### src/rtl/core/star_gnomonic_projection_assert.svh
// Assertion macros shared by the block; clocked on clk_i, quiet while rst_ni is low.
`ifndef STAR_GNOMONIC_PROJECTION_ASSERT_SVH
`define STAR_GNOMONIC_PROJECTION_ASSERT_SVH

// Same-cycle implication.
`define SGP_ASSERT_IMP(lbl, ante, cons) \
  lbl: assert property (@(posedge clk_i) disable iff (!rst_ni) (ante) |-> (cons)) \
    else $error("sgp assertion failed");

// Next-cycle implication.
`define SGP_ASSERT_NEXT(lbl, ante, cons) \
  lbl: assert property (@(posedge clk_i) disable iff (!rst_ni) (ante) |=> (cons)) \
    else $error("sgp assertion failed");

`endif

### src/rtl/core/sgp_pkg.sv
package sgp_pkg;

  localparam int AngW        = 24;
  localparam int TrigW       = 18;
  localparam int CordW       = 34;
  localparam int ZW          = 24;
  localparam int CordicSteps = 20;
  localparam int NxW         = 2 * TrigW;
  localparam int DenW        = 38;
  localparam int TagW        = 16;
  localparam int PixW        = 11;
  localparam int NumW        = 62;
  localparam int QuoW        = 31;
  localparam int DmW         = DenW - 1;
  localparam int RemW        = DmW + QuoW;
  localparam int MW          = 32;
  localparam int ProdW       = MW + TrigW;
  localparam int SumW        = ProdW + 1;
  localparam int RotShift    = 24;
  localparam int RotW        = SumW - RotShift;

  localparam logic signed [CordW-1:0] CordicGain = 34'sd652032874;
  localparam logic signed [CordW-1:0] QOne       = 34'sd65536;
  localparam logic [QuoW-1:0]         QuoLim     = 31'h4000_0000;

  typedef enum logic [2:0] {
    CFG_AXIS_RA      = 3'd0,
    CFG_SIN_AXIS_DEC = 3'd1,
    CFG_COS_AXIS_DEC = 3'd2,
    CFG_SCALE_X      = 3'd3,
    CFG_SCALE_Y      = 3'd4,
    CFG_COS_ROLL     = 3'd5,
    CFG_SIN_ROLL     = 3'd6
  } cfg_idx_e;

  typedef struct packed {
    logic [AngW-1:0]         axis_ra;
    logic signed [TrigW-1:0] sin_axis_dec;
    logic signed [TrigW-1:0] cos_axis_dec;
    logic [AngW-1:0]         scale_x;
    logic [AngW-1:0]         scale_y;
    logic signed [TrigW-1:0] cos_roll;
    logic signed [TrigW-1:0] sin_roll;
  } cfg_t;

  // Projection terms handed from front to back
  typedef struct packed {
    logic signed [DenW-1:0] den;
    logic signed [NxW-1:0]  nx;
    logic signed [DenW-1:0] ny;
    logic [TagW-1:0]        tag;
    logic                   last;
  } proj_t;

  typedef struct packed {
    logic [PixW-1:0] row;
    logic [PixW-1:0] col;
    logic            view;
    logic [TagW-1:0] tag;
    logic            last;
  } pix_t;

  typedef struct packed {
    logic full;
    logic empty;
  } fifo_stat_t;

  typedef struct packed {
    logic signed [CordW-1:0] x;
    logic signed [CordW-1:0] y;
    logic signed [ZW-1:0]    z;
    logic [1:0]              q;
  } rot_t;

  typedef struct packed {
    logic signed [TrigW-1:0] c;
    logic signed [TrigW-1:0] s;
  } trig_t;

  function automatic logic signed [ZW-1:0] atan_turn(input int i);
    logic signed [ZW-1:0] t;
    case (i)
      0:       t = 24'sd2097152;
      1:       t = 24'sd1238021;
      2:       t = 24'sd654136;
      3:       t = 24'sd332050;
      4:       t = 24'sd166669;
      5:       t = 24'sd83416;
      6:       t = 24'sd41718;
      7:       t = 24'sd20860;
      8:       t = 24'sd10430;
      9:       t = 24'sd5215;
      10:      t = 24'sd2608;
      11:      t = 24'sd1304;
      12:      t = 24'sd652;
      13:      t = 24'sd326;
      14:      t = 24'sd163;
      15:      t = 24'sd81;
      16:      t = 24'sd41;
      17:      t = 24'sd20;
      18:      t = 24'sd10;
      19:      t = 24'sd5;
      default: t = '0;
    endcase
    return t;
  endfunction

  // Split the angle into quadrant and residue about the quadrant centre
  function automatic rot_t rot_init(input logic [AngW-1:0] a);
    rot_t            r;
    logic [AngW-1:0] sh;
    sh  = a + 24'h20_0000;
    r.x = CordicGain;
    r.y = '0;
    r.z = $signed({2'b00, sh[21:0]}) - 24'sd2097152;
    r.q = sh[23:22];
    return r;
  endfunction

  function automatic rot_t cordic_step(input rot_t r, input int i);
    rot_t                    o;
    logic signed [CordW-1:0] dx;
    logic signed [CordW-1:0] dy;
    dx  = r.y >>> i;
    dy  = r.x >>> i;
    o.q = r.q;
    if (!r.z[ZW-1]) begin
      o.x = r.x - dx;
      o.y = r.y + dy;
      o.z = r.z - atan_turn(i);
    end else begin
      o.x = r.x + dx;
      o.y = r.y - dy;
      o.z = r.z + atan_turn(i);
    end
    return o;
  endfunction

  function automatic logic signed [TrigW-1:0] round_q16(input logic signed [CordW-1:0] v);
    logic signed [CordW-1:0] t;
    t = (v + 34'sd8192) >>> 14;
    if (t > QOne) begin
      t = QOne;
    end else if (t < -QOne) begin
      t = -QOne;
    end
    return t[TrigW-1:0];
  endfunction

  function automatic trig_t rot_finish(input rot_t r);
    trig_t                   o;
    logic signed [TrigW-1:0] cr;
    logic signed [TrigW-1:0] sr;
    cr = round_q16(r.x);
    sr = round_q16(r.y);
    case (r.q)
      2'd0: begin
        o.c = cr;
        o.s = sr;
      end
      2'd1: begin
        o.c = -sr;
        o.s = cr;
      end
      2'd2: begin
        o.c = -cr;
        o.s = -sr;
      end
      default: begin
        o.c = sr;
        o.s = -cr;
      end
    endcase
    return o;
  endfunction

endpackage

### src/rtl/core/sgp_fifo.sv
module sgp_fifo import sgp_pkg::*; #(
  parameter int Depth = 4
) (
  input  logic       clk_i,
  input  logic       rst_ni,
  input  logic       push_i,
  input  proj_t      data_i,
  input  logic       pop_i,
  output proj_t      data_o,
  output fifo_stat_t stat_o
);

  localparam int AW = $clog2(Depth);
  localparam int CW = $clog2(Depth + 1);

  proj_t         mem_q [Depth];
  logic [AW-1:0] wr_q;
  logic [AW-1:0] rd_q;
  logic [CW-1:0] cnt_q;

  always_ff @(posedge clk_i) begin
    if (push_i) begin
      mem_q[wr_q] <= data_i;
    end
  end

  always_ff @(posedge clk_i or negedge rst_ni) begin
    if (!rst_ni) begin
      wr_q  <= '0;
      rd_q  <= '0;
      cnt_q <= '0;
    end else begin
      if (push_i) begin
        wr_q <= (wr_q == AW'(Depth - 1)) ? '0 : wr_q + 1'b1;
      end
      if (pop_i) begin
        rd_q <= (rd_q == AW'(Depth - 1)) ? '0 : rd_q + 1'b1;
      end
      cnt_q <= cnt_q + CW'(push_i) - CW'(pop_i);
    end
  end

  assign data_o       = mem_q[rd_q];
  assign stat_o.full  = (cnt_q == CW'(Depth));
  assign stat_o.empty = (cnt_q == '0);

endmodule

### config.mk
export PLATFORM = sky130hd
export DESIGN_NAME = sgp_fifo
export DESIGN_NICKNAME = d
export VERILOG_FILES = /design/src/rtl/core/star_gnomonic_projection_assert.svh /design/src/rtl/core/sgp_pkg.sv /design/src/rtl/core/sgp_fifo.sv
export SDC_FILE = /design/constraint.sdc
export NUM_CORES = 1
export LEC_CHECK = 0
export ABC_CLOCK_PERIOD_IN_PS = 11400
export BUFFER_PORTS_ARGS = -buffer_cell sky130_fd_sc_hd__buf_2
export CORE_ASPECT_RATIO = 2
export CORE_MARGIN = 4
export CORE_UTILIZATION = 57
export DETAILED_ROUTE_END_ITERATION = 10
export PLACE_DENSITY = 0.79
export SLEW_MARGIN = 20
export SYNTH_ARGS = -nofsm -noshare
export SYNTH_HDL_FRONTEND = slang
export SYNTH_SLANG_ARGS = --single-unit
### constraint.sdc
create_clock -name clk_i -period 11.4 [get_ports clk_i]
set_input_delay 1.14 -clock clk_i [delete_from_list [all_inputs] [get_ports clk_i]]
set_output_delay 1.14 -clock clk_i [all_outputs]
set_load 0.02 [all_outputs]
==> metrics.md, run 1 <==
| Metric | Value |
|---|---|
| Pins over their slew limit | 0 |
| Ys Warns | 0 |
| Arr. time, crit path | 3240 ps |
| Full die area | 36,500 sq um |
| Top cells by area, synth | edfxtp_1 (81%), mux4_2 (15%), dfrtp_1 (0.92%) |
| GRT Total Usage | 20.8% |
| Antenna violations before repair | 14 |
| Final WL | 36,900 microns |
| Final Hold Violating Endpoints | 0 |
| Remaining DRCs | 0 |
| Clock sink count | 523 |
| Max Clock Skew | 16.3 ps |
| Post-synth EDFFs | 516 |
| Mapped Avg Cell Area | 26.8 sq um |
| Yosys cell types | 20 |
| Actual slew at the worst max-slew pin | 1120 ps |
| Max-Cap Viols | 0 |
| GRT overflow | 0 |
| Root Buffer | clkbuf_16 |
| Outcome | finished clean |
| Post-synth top area share | 81.4% |
| Commonest cells in the netlist | edfxtp_1 (516), mux4_2 (129), buf_2 (11), buf_6 (11) |
| Async S/R FF share, synth | 1.34% |
| Clock Tree Buf Depth | 3 |
| Crit path max-delay cell type | dfrtp_4 |
| Max Fclk | 229 MHz |
| WP data required | 10,260 ps |
| First-pass GRT wire length | 55,700 microns |
| Layout cells sized above 1 | 45.4% |
| Total CTS buffers | 42 |
| Clk Latency, worst-skew pair | 540 ps |
| H-Tree Depth | 2 |
| Max stage delay on crit path | 930 ps |
| Port bufs | 263 |
| Power per Cell Area | 259 nW/um^2 |
| Core area | 32,900 sq um |
| Layout Utilization | 67.0% |
| Critical path, cell by cell | buf_4, mux4_2, buf_2 |
| HPWL after DPL | 22,600 microns |
| Ports | 264 |
| Post-CTS sizing | 0 |
| Antenna Nets Post-Route | 0 |
| Reg-to-reg endpoint | mem_q[3][26] |
| Worst Reg2Reg Path Length in Cells | 4 |
| Hold Path Class | in -> async |
| Synthesized instance count | 710 |
| DIE HEIGHT | 266 microns |
| Reg-to-Reg Start | wr_q[0] |
| RSZ-0062 raised after global routing | no |
| Top FF cell, synth | edfxtp_1 |
| Largest net degree at the start of global routing | 76 |
| Leakage | 0.00748 uW |
| Setup TNS | 0 ps |
| Leading area contributor after synthesis | edfxtp_1 |
| Final GP Congestion | 0.732 |
| Initial drt markers | 561 |
| Vias/cell | 5.73 |
| Relative slew slack | 25.5% |
| Layout area overhead | 15.9% |
| Min cycle time layout | 4380 ps |
| Maximum vdd drop | 0.233 mV |
| Count of state elements after synthesis | 523 |
| CP Launch Type | flip-flop |
| Final period util | 38.4% |
| First-pass iteration count of the detailed router | 5 |
| Row cnt | 94 |
| Die X | 137 microns |
| Initial Utilization | 57.8% |
| CTS tree | built |
| Crit end category | output pin |
| CTS Hold Bufs | 0 |
| Average wire per standard cell | 25.1 microns |
| R2R Setup Slk | 8490 ps |
| Routed via count | 8,434 |
| Worst Path Max Fanout | 49 |
| # setup viols final | 0 |
| Synth Cell Area | 19,000 sq um |
| Clock-pin transition on the worst setup and hold timing paths | 60 ps |
| Register area share after synthesis | 82.4% |
| Most common cell in the synthesized netlist | edfxtp_1 |
| Final nets | 1,138 |
| Total nets after synthesis | 851 |
| Number of global-route vias before repair | 9,192 |
| Post-CTS setup buffers | 0 |
| Critical path type | reg -> out |
[state kept, by name, summed over array words and instances, names as in the netlist]
signal / count
wr_q: 2
mem_q: 516
rd_q: 2
cnt_q: 3
[cell usage in the layout, fill, tap and decap left out, types with 4 or more instances in the layout]
| master | netlist | routed |
|---|---|---|
| inv_1 | 6 | 6 |
| buf_4 | 3 | 9 |
| clkbuf_16 | 0 | 43 |
| edfxtp_1 | 516 | 516 |
| and2_4 | 0 | 4 |
| mux4_2 | 129 | 129 |
| dfrtp_1 | 7 | 5 |
| diode_2 | 0 | 11 |
| ha_1 | 7 | 7 |
| clkinv_1 | 0 | 12 |
| clkinv_2 | 0 | 9 |
| buf_2 | 11 | 263 |
| clkbuf_1 | 1 | 6 |
[cells by family (layout without fill, tap and decap cells)]
logic type,Yosys count,after routing,share of synthesized area (%)
xor+xnor,2,2,0.0921
other cells,0,11,0
flops,523,523,82.4
simple gates,9,9,0.276
mux,131,131,15.4
buf+inv,35,353,1.26
fa+ha+maj,8,8,0.566
compound gates,2,2,0.0526
[report_power, final]
group / internal (uW) / total (uW) / switching, uW
clock: 736 / 1360 / 620
combinational: 709 / 1740 / 1030
sequential: 2470 / 2620 / 152
[metal layers]
metal / part of all wire [%] / wire [microns] / GRT usage, %
met1: 33 / 12300 / 24.7
met2: 56 / 20700 / 36.2
met3: 5.5 / 2030 / 3.40
met4: 5.0 / 1830 / 10.7
met5: 0.022 / 8 / 0
[critical path: cells and delay by family, from the launching register on]
kind	cells	cell delay, ps
DFF	1	930
muxes	1	610
buffers and inverters	2	1050
[stage by stage]
step           hold slack, ps  setup slack (ps)  area (sq um)  instances  total power, uW
3_5_place_dp              613              7460         20700       1385             4440
4_1_cts                   412              6870         22000       1460             5800
6_report                  430              7020         22100       1471             5710
3_3_place_gp              599              7450         20700       1385             4400
5_1_grt                   422              6700         22100       1471             5980
2_1_floorplan             559              6800         19000        710             3900
[layout make-up]
| type | instances | area [sq um] |
|---|---|---|
| Sequential cell | 523 | 15700 |
| Fill cell | 2104 | 10900 |
| Multi-Input combinational cell | 152 | 3130 |
| Timing Repair Buffer | 272 | 1380 |
| Clock buffer | 49 | 1100 |
| Tap cell | 432 | 541 |
| Clock inverter | 26 | 175 |
| Antenna cell | 11 | 27.5 |
| Inverter | 6 | 22.5 |
[how the worst max path moves through the flow]
stage               startpoint           to  slack (ps)
detailed placement     rd_q[0]   data_o[60]        7460
CTS                    rd_q[0]   data_o[77]        6870
global route           rd_q[0]   data_o[60]        6700
floorplan               push_i  mem_q[0][0]        6800
finish                 rd_q[0]   data_o[31]        7020
global placement       rd_q[0]   data_o[52]        7450
No activity file was read; power rests on OpenSTA's default activity.
==> run 2, diff against run 1 <==
ABC_AREA = 1   (was not set)
ABC_CLOCK_PERIOD_IN_PS = 3800   (was 11400)
CORE_UTILIZATION = 53   (was 57)
PLACE_DENSITY = 0.77   (was 0.79)
clock period = 3.8 ns   (was 11.4 ns; I/O delays follow)
==> metrics.md, run 2 <==
| Metric | Value |
|---|---|
| Outcome | finished clean |
| Antenna violations before repair | 14 (unchanged) |
| Most common cell after layout, fill and taps aside | nand2_1 |
| Worst setup path end | data_o[63] |
| First-pass iteration count of the detailed router | 5 (unchanged) |
| Largest net degree at the start of global routing | 177 (+130%) |
| Final Hold Violating Endpoints | 0 (unchanged) |
| Largest register FFs | 516 (unchanged) |
| Max Clock Skew | 13.3 ps (-3.08 ps) |
| Top cells by area, synth | edfxtp_1 (70%), nand2_1 (11%), inv_1 (9.0%) |
| Clock sink count | 523 (unchanged) |
| Reg-to-Reg Start | wr_q[0] |
| Full die area | 45,300 sq um (+24%) |
| Maximum vdd drop | 0.602 mV (+160%) |
| Final instance area | 25,100 sq um (+14%) |
| Final nets | 2,456 (+120%) |
| Final WL | 48,600 microns (+32%) |
| Synthesized instance count | 2,071 (+190%) |
| CTS tree | built |
| Core area | 41,100 sq um (+25%) |
| R2R Setup Slk | 1680 ps (-6810 ps) |
| Clock-pin transition on the worst setup and hold timing paths | 60 ps (about the same) |
| Simple-Gate Fraction of Synth Area | 17.1% (+17 points) |
| Root Buffer | clkbuf_16 |
| Final period util | 74.3% |
| CP Launch Point | rd_q[0] |
| Synth Area in Adders | 0.487% (-0.079 points) |
| Total CTS buffers | 43 (+2.4%) |
| GRT overflow | 0 (unchanged) |
| Antenna Nets Post-Route | 0 (unchanged) |
| Routed via count | 14,500 (+72%) |
| Clock Tree Buf Depth | 3 (unchanged) |
| Worst Reg2Reg Path Length in Cells | 5 (+1) |
| Initial drt markers | 760 (+35%) |
| Commonest cells in the netlist | nand2_1 (658), inv_1 (528), edfxtp_1 (516) |
| Min cycle time layout | 2820 ps |
| H-Tree Depth | 2 (unchanged) |
| Initial Utilization | 53.8% (-4.0 points) |
| Port bufs | 263 (unchanged) |
| WP data required | 3420 ps (-6840 ps) |
| Most common cell in the synthesized netlist | nand2_1 |
| Setup WS post-layout | 977 ps (-6050 ps) |
| Post-CTS setup buffers | 0 (unchanged) |
| First-pass GRT wire length | 77,000 microns (+38%) |
| Complex-gate fraction of the synthesized area | 0.0905% (+0.038 points) |
| Average wire per standard cell | 16.8 microns (-33%) |
| Mapped Avg Cell Area | 10.7 sq um (-60%) |
| Biggest regs | mem_q x516, cnt_q x3 |
| Layout cells sized above 1 | 14.8% (-31 points) |
| Critical path type | reg -> out |
| Top FF cell, synth | edfxtp_1 |
| Power per Cell Area | 729 nW/um^2 (+180%) |
| Ports | 264 (unchanged) |
| Placed inst area | 23,900 sq um (+15%) |
| Post-Place Setup Slack | 1580 ps (-5880 ps) |
| Die X | 152 microns (+11%) |
| Remaining DRCs | 0 (unchanged) |
| Hold Path Class | in -> reg |
| Total nets after synthesis | 2,212 (+160%) |
| Crit end category | output pin |
| GRT Total Usage | 21.3% (+0.50 points) |
| Max Fclk | 354 MHz |
| Post-CTS sizing | 0 (unchanged) |
| Row cnt | 105 (+12%) |
| XOR/XNOR Fraction of Synth Area | 0% (-0.092 points) |
| Non-Filler Instances | 2,892 (+97%) |
| Count of state elements after synthesis | 523 (unchanged) |
| Largest family of logic cells by synthesized area | simple AND/OR/NAND/NOR gates |
| Clk Latency, worst-skew pair | 540 ps (about the same) |
| Max-Cap Viols | 0 (unchanged) |
| Arr. time, crit path | 2440 ps (-800 ps) |
| Largest reg by FF count | mem_q |
| Post-synth top area share | 70.1% (-11 points) |
| DIE HEIGHT | 297 microns (+11%) |
| RSZ-0062 raised after global routing | no |
| Reg-to-reg endpoint | mem_q[2][69] |
| Relative slew slack | 37.1% (+12 points) |
| Most frequent cells in the layout | nand2_1 (658), inv_1 (523), edfxtp_1 (516), buf_2 (263), nand3_1 (259) |
| CTS Hold Bufs | 1 (+1) |
| Worst Path Max Fanout | 84 (+71%) |
| Vias/cell | 5.01 (-13%) |
| Pins over their slew limit | 0 (unchanged) |
| Actual slew at the worst max-slew pin | 944 ps (-174 ps) |
| Post-synth EDFFs | 516 (unchanged) |
| Final GP Congestion | 0.810 (+11%) |
| HPWL after DPL | 29,700 microns (+31%) |
| Number of global-route vias before repair | 15,500 (+69%) |
| Cells after DPL | 2,804 (+100%) |
| Setup TNS | 0 ps (unchanged) |
| # setup viols final | 0 (unchanged) |
| Register area share after synthesis | 70.9% (-12 points) |
| Layout area overhead | 13.6% |
| Leakage | 0.0117 uW (+57%) |
| CP Launch Type | flip-flop |
| Synth Cell Area | 22,100 sq um (+16%) |
| Ys Warns | 0 (unchanged) |
| Multiplexer area fraction after synthesis | 0% (-15 points) |
| Yosys cell types | 18 (-10%) |
| Leading area contributor after synthesis | edfxtp_1 |
| Async S/R FF share, synth | 1.34% (unchanged) |
run 2: changes by cell type in the layout (fill, tap and decap cells not counted), sizes merged, moves of 2 or more:
cell	delta
mux2	-2
nor2	+2
nand2	+657
mux4	-129
buf	+11
xnor2	-2
bufinv	-2
o21ai	+2
clkinvlp	+2
and2	-4
nand3	+259
inv	+523
run 2: how the worst min path moves through the flow:
stage	startpoint	to	slack, ps	depth (start not counted)
5_1_grt	data_i[49]	mem_q[2][49]	30	1
3_3_place_gp	rst_ni	cnt_q[0]	230	1
4_1_cts	data_i[50]	mem_q[2][50]	10	1
2_1_floorplan	rst_ni	cnt_q[0]	80	0
6_report	data_i[3]	mem_q[3][3]	50	1
3_5_place_dp	rst_ni	rd_q[0]	240	1
run 2: critical path, cell delays in order, from the launching register on:
cell     delay, ps
dfrtp_4        510
inv_6          390
buf_12         380
nand2_1        100
nand3_1        100
nand2_1        100
buf_2          170
run 2: kinds of logic after synthesis:
| logic type | after synthesis |
|---|---|
| AND/OR/NAND/NOR | 922 |
| buffers and inverters | 614 |
| AO/OA/AOI/OAI | 4 |
| flip-flops | 523 |
| adder cells (fa/ha/maj) | 8 |
run 2: per-layer routing:
layer	vias up	wire, microns	global-route usage, %	share of wire (%)
met1	6944	17300	21.9	36
met5	-	21	0	0.043
met2	479	26600	40.7	55
li1	6946	-	-	-
met3	121	2710	4.05	5.6
met4	4	1980	10.3	4.1
run 2: report_power, final:
part           total, uW  switching, uW  internal [uW]
Sequential          7610            221           7390
Combinational       6720           4860           1860
Clock               3990           1910           2080
run 2: area by class of cell:
cell class | instances | area (sq um)
clock buffer | 49 | 1100
clock inverter | 26 | 129
antenna | 12 | 30.0
tap | 535 | 669
timing repair buffer | 284 | 1590
multi-input combinational | 934 | 3920
sequential | 523 | 15700
inverter | 529 | 2010
fill | 3157 | 16000
run 2: through the flow:
step	total power, uW	hold WS [ps]	utilization, %
after detailed placement	14500	242	58.0
final	18300	46.2	61.1
after global placement	14300	234	58.0
after CTS	18500	11.2	61.0
after global routing	19400	26.3	61.1
after floorplan	12300	84.4	-
